$ cat src/sv/rfrb_pkg.sv
// ----------------------------------------------------------------------------
// rfrb_pkg
// Shared types and constants for the received frame ring buffer.
// ----------------------------------------------------------------------------
package rfrb_pkg;

  localparam int SLOTS_DEF      = 8;
  localparam int SLOT_BYTES_DEF = 2048;

  localparam int BYTE_W = 8;
  localparam int LEN_W  = 12;
  localparam int WAIT_W = 4;

  typedef enum logic {
    REQ_RX   = 1'b0,
    REQ_READ = 1'b1
  } req_type_t;

  typedef struct packed {
    req_type_t         req_type;
    logic [BYTE_W-1:0] rx_byte;
    logic              rx_last;
  } in_item_t;

  typedef struct packed {
    logic              out_valid;
    logic [BYTE_W-1:0] out_byte;
    logic              out_last;
    logic [LEN_W-1:0]  frame_length;
    logic              frame_dropped;
    logic [WAIT_W-1:0] frames_waiting;
  } result_t;

endpackage

$ cat src/sv/rfrb_ctrl.sv
// ----------------------------------------------------------------------------
// rfrb_ctrl
// Ring pointers, drop decision, slot lengths and the result register.
// ----------------------------------------------------------------------------
module rfrb_ctrl import rfrb_pkg::*; #(
  parameter int SLOTS      = SLOTS_DEF,
  parameter int SLOT_BYTES = SLOT_BYTES_DEF,
  localparam int SLOT_W    = (SLOTS > 1) ? $clog2(SLOTS) : 1,
  localparam int OFF_W     = $clog2(SLOT_BYTES),
  localparam int ADDR_W    = SLOT_W + OFF_W
) (
  input  logic              clk,
  input  logic              rst,
  input  logic              cfg_we,
  input  logic              cfg_wdata,
  input  logic              start,
  input  in_item_t          item,
  output logic              mem_we,
  output logic [ADDR_W-1:0] mem_addr,
  output logic [BYTE_W-1:0] mem_wdata,
  input  logic [BYTE_W-1:0] mem_rdata,
  output logic              done,
  output result_t           result
);

  localparam int WC_W  = $clog2(SLOT_BYTES + 1);
  localparam int CNT_W = $clog2(SLOTS + 1);

  logic              rx_enable;
  logic [SLOT_W-1:0] head, head_next, head_adv;
  logic [SLOT_W-1:0] tail, tail_next, tail_adv;
  logic              full, full_next;
  logic [WC_W-1:0]   write_count, write_count_next, wc_inc;
  logic              dropping, dropping_next, drop_now;
  logic [OFF_W-1:0]  read_offset, read_offset_next;
  logic [WC_W-1:0]   off_inc;
  logic [WC_W-1:0]   slot_len [SLOTS];
  logic [WC_W-1:0]   rd_len;
  logic              len_we;
  logic              rd_valid, rd_last;
  logic [CNT_W-1:0]  waiting_next;

  logic              res_valid, res_last, res_dropped;
  logic [LEN_W-1:0]  res_len;
  logic [WAIT_W-1:0] res_waiting;

  assign head_adv  = (head == SLOT_W'(SLOTS - 1)) ? '0 : head + 1'b1;
  assign tail_adv  = (tail == SLOT_W'(SLOTS - 1)) ? '0 : tail + 1'b1;
  assign rd_len    = slot_len[head];
  assign off_inc   = WC_W'(read_offset) + 1'b1;
  assign mem_wdata = item.rx_byte;

  always_comb begin
    head_next        = head;
    tail_next        = tail;
    full_next        = full;
    write_count_next = write_count;
    dropping_next    = dropping;
    read_offset_next = read_offset;
    wc_inc           = write_count;
    drop_now         = 1'b0;
    mem_we           = 1'b0;
    mem_addr         = {tail, write_count[OFF_W-1:0]};
    len_we           = 1'b0;
    rd_valid         = 1'b0;
    rd_last          = 1'b0;
    if (cfg_we && cfg_wdata && !rx_enable) begin
      // enabling reception empties the ring
      head_next        = '0;
      tail_next        = '0;
      full_next        = 1'b0;
      write_count_next = '0;
      dropping_next    = 1'b0;
      read_offset_next = '0;
    end else if (start) begin
      if (item.req_type == REQ_RX) begin
        // drop decision is taken on the first byte only
        drop_now = dropping || (write_count == '0 && (!rx_enable || full));
        if (drop_now) begin
          dropping_next = !item.rx_last;
        end else begin
          if (write_count < WC_W'(SLOT_BYTES)) begin
            mem_we = 1'b1;
            wc_inc = write_count + 1'b1;
          end
          if (item.rx_last) begin
            len_we           = 1'b1;
            tail_next        = tail_adv;
            full_next        = (tail_adv == head);
            write_count_next = '0;
          end else begin
            write_count_next = wc_inc;
          end
        end
      end else if (full || head != tail) begin
        rd_valid = 1'b1;
        mem_addr = {head, read_offset};
        if (off_inc >= rd_len) begin
          rd_last          = 1'b1;
          head_next        = head_adv;
          full_next        = 1'b0;
          read_offset_next = '0;
        end else begin
          read_offset_next = read_offset + 1'b1;
        end
      end
    end
  end

  always_comb begin
    if (full_next) begin
      waiting_next = CNT_W'(SLOTS);
    end else if (tail_next >= head_next) begin
      waiting_next = CNT_W'(tail_next - head_next);
    end else begin
      waiting_next = CNT_W'(SLOTS) - CNT_W'(head_next - tail_next);
    end
  end

  always_ff @(posedge clk) begin
    if (rst) begin
      rx_enable   <= 1'b0;
      head        <= '0;
      tail        <= '0;
      full        <= 1'b0;
      write_count <= '0;
      dropping    <= 1'b0;
      read_offset <= '0;
      done        <= 1'b0;
    end else begin
      if (cfg_we) begin
        rx_enable <= cfg_wdata;
      end
      head        <= head_next;
      tail        <= tail_next;
      full        <= full_next;
      write_count <= write_count_next;
      dropping    <= dropping_next;
      read_offset <= read_offset_next;
      done        <= start;
    end
  end

  always_ff @(posedge clk) begin
    if (len_we) begin
      slot_len[tail] <= wc_inc;
    end
    res_valid   <= rd_valid;
    res_last    <= rd_last;
    res_len     <= rd_valid ? LEN_W'(rd_len) : '0;
    res_dropped <= drop_now;
    res_waiting <= WAIT_W'(waiting_next);
  end

  always_comb begin
    result.out_valid      = res_valid;
    result.out_byte       = res_valid ? mem_rdata : '0;
    result.out_last       = res_last;
    result.frame_length   = res_len;
    result.frame_dropped  = res_dropped;
    result.frames_waiting = res_waiting;
  end

endmodule

$ cat config.mk
export PLATFORM = sky130hd
export DESIGN_NAME = rfrb_ctrl
export DESIGN_NICKNAME = d
export VERILOG_FILES = /design/src/sv/rfrb_pkg.sv /design/src/sv/rfrb_ctrl.sv
export SDC_FILE = /design/constraint.sdc
export NUM_CORES = 1
export LEC_CHECK = 0
export BUFFER_PORTS_ARGS = -buffer_cell sky130_fd_sc_hd__buf_2
export CAP_MARGIN = 20
export CORE_UTILIZATION = 37
export CTS_CLUSTER_DIAMETER = 200
export CTS_CLUSTER_SIZE = 24
export DETAILED_ROUTE_END_ITERATION = 10
export HOLD_SLACK_MARGIN = 0.06
export SYNTH_ARGS = -nofsm -noshare
export SYNTH_HDL_FRONTEND = slang
export SYNTH_SLANG_ARGS = --single-unit
$ cat constraint.sdc
create_clock -name clk -period 4.6 [get_ports clk]
set_input_delay 0 -clock clk [delete_from_list [all_inputs] [get_ports clk]]
set_output_delay 0 -clock clk [all_outputs]
set_load 0.02 [all_outputs]
==> summary.md <==
| Metric | Value |
|---|---|
| Reg2Reg Launch Point | head[0] |
| Setup Crit Path Kind | reg2reg |
| Pwr Total | 0.00285 W |
| Setup violators final | 0 |
| Reg-to-reg setup timing slack | 0.34 ns |
| Setup ws final | 0.336 ns |
| FMAX | 0.235 GHz |
| Worst slew pin tran | 0.971 ns |
| Fin nets | 672 |
| CTS H-tree depth | 4 |
| Post-route design area | 0.00825 mm^2 |
| DR vias | 4651 |
| Post-route ant nets | 0 |
| Hold crit path type | in2reg |
| Slew Limit Fails | 0 |
| Die area | 0.0196 mm^2 |
| Pin count of the biggest net entering global routing | 27 |
| Setup TNS | 0 ns |
| Worst skew pair latency | 0.43 ns |
| Critical path endpoint category | register |
| Max_cap viols | 0 |
| P_leak | 3.06 nW |
| IO Pins | 74 |
| CTS tree | built |
| Mean post-synth cell area | 12.5 um^2 |
| Most common cell after layout, fill and taps aside | edfxtp_1 |
| Cell variety after synth | 61 |
| Total GRT Usage | 17.1% |
| Most frequent cells in the layout | edfxtp_1, buf_2, dfxtp_1 |
| Syn-to-layout area delta | 17.3% |
| Post-synthesis cell area | 0.00704 mm^2 |
| CP Launch Point | head[0] |
| TritonRoute pass-1 iters | 5 |
| DR WL/cell | 18.4 um |
| CTS clk-pin slew, worst paths | 0.06 ns |
| Pwr dens | 346 mW/mm^2 |
| Placement Cell Area | 0.00754 mm^2 |
| Initial Util | 37.7% |
| Fillers | 1709 |
| Seq/Total Area, Yosys | 55.8% |
| DR vias/cell | 5.33 |
| Crit start category | register |
| Min Tclk post-route | 4.26 ns |
| #FFs+latches synth | 148 |
| DP HPWL | 10900 um |
| Layout cells sized above 1 | 24.8% |
| Total global routing overflow | 0 |
| Status | complete, no violations |
| Synthesized instance count | 561 |
| Setup WS pre-CTS | 0.326 ns |
| Crit path DAT | 4.59 ns |
| Clk_skew | 0.0102 ns |
| First-pass GRT wire length | 25100 um |
| Final design utilization | 44.3% |
| Port bufs | 57 |
| Async set-or-reset flop fraction in the synthesized netlist | 0% |
| Top_reg_cell synth | edfxtp_1 |
| Clk buf depth | 2 |
| Period utilization | 92.7% |
| Clock tree sinks | 148 |
| Crit path required time | 4.93 ns |
| Initial antenna violation count | 0 |
| Initial DRC Count | 385 |
| Core Area | 0.0186 mm^2 |
| Ant. Diodes | 0 |
| Post-synth EDFFs | 96 |
| Die height | 140 um |
| DRT Wirelength | 16000 um |
| Clock root buffer | clkbuf_16 |
| Die W | 140 um |
| Worst vdd ir | 0.268 mV |
| Fin. Hold Viols | 0 |
| Crit path max fanout | 15 |
| Slew Limit Headroom | 34.6% |
| CTS Buf Count | 17 |
| HP Start | item[0] |
| Vias in the first global route | 4602 |
| GP Congestion | 0.807 |
| YS warnings | 0 |
| RSZ-0062 raised after global routing | false |
| Syn_nets | 608 |
| DRC errors left | 0 |
| # rows | 50 |
[worst paths after layout]
kind	end	cells after the start
worst max-delay path	res_waiting[3]	15
worst min-delay path	write_count[2]	4
worst max register to register	res_waiting[3]	15
worst min register to register	read_offset[10]	2
[power breakdown]
group	internal (W)	switching (W)	total, W
combinational	0.0000323	0.0000528	0.0000850
sequential	0.00141	0.00000450	0.00141
clock	0.000801	0.000554	0.00136
total	0.00224	0.000611	0.00285
[cell families after synthesis]
| family | Yosys count | synth area share (%) |
|---|---|---|
| multiplexers | 59 | 12.9 |
| XOR/XNOR | 24 | 2.99 |
| adder cells (fa/ha/maj) | 24 | 4.48 |
| AND/OR/NAND/NOR | 186 | 13.7 |
| flip-flops | 148 | 55.8 |
| AO/OA/AOI/OAI | 70 | 6.17 |
| buffers and inverters | 50 | 3.95 |
[layout make-up]
cell class	count	area, um^2	area share, %
multi-input combinational	363	2840	34.5
clock inverter	14	150	1.82
inverter	5	18.8	0.227
sequential	148	3930	47.6
tap	234	293	3.55
timing repair buffer	90	591	7.16
clock buffer	18	429	5.20
[flip-flops by register name, indices dropped and copies added, names as in the netlist, 3 cells and up]
register     cells
res_len         12
slot_len        96
read_offset     11
tail             3
write_count     12
head             3
res_waiting      4
[metal layers]
layer	vias up	GRT usage [%]	part of all wire (%)
li1	2214	-	-
met2	113	28.9	50
met4	0	7.06	1.9
met5	-	0	0
met1	2300	21.3	44
met3	24	3.45	4.0
[what timing repair did]
item / CTS / global route
hold buffers: 12 / 0
endpoints found under the hold margin: 17 / 0
buffers inserted: 0 / 0
gates resized for setup: 0 / 0
[critical path, cell delays in order (launching register included)]
cell	delay, ns
dfxtp_2	0.34
buf_4	0.31
mux4_2	0.55
mux2_2	0.29
ha_1	0.28
nor3b_1	0.04
o21ai_0	0.17
o2111ai_1	0.18
a21oi_2	0.41
mux2_2	0.39
ha_1	0.32
nor2b_1	0.16
a211o_1	0.26
a211oi_1	0.22
a221oi_1	0.08
a21o_1	0.16
[stage by stage]
step / hold slack [ns] / cells
floorplan: 0.0691 / 561
CTS: 0.112 / 871
global route: 0.154 / 872
finish: 0.143 / 872
detailed placement: 0.000161 / 827
global placement: 0.000161 / 826
[cells in the mapped netlist (4+ instances only)]
library cell	count	area share (%)
edfxtp_1	96	41
dfxtp_1	52	15
nand2_1	45	2.4
nor2_1	44	2.3
a21oi_1	31	2.2
mux4_2	24	7.7
ha_1	22	3.9
mux2i_1	19	2.7
xnor2_1	19	2.4
o21ai_0	18	1.3
clkbuf_1	17	0.91
nand3_1	15	1.1
nand4_1	14	1.2
buf_4	11	1.2
and2_1	10	0.89
mux2_2	10	1.6
buf_2	9	0.64
nand2b_1	7	0.62
nor2b_1	7	0.62
nor3_1	7	0.50
mux2_1	6	0.96
or3_1	5	0.44
xor2_1	5	0.62
a31oi_1	4	0.36
and4_1	4	0.50
inv_1	4	0.21
Power figures use the tool's default switching activity.
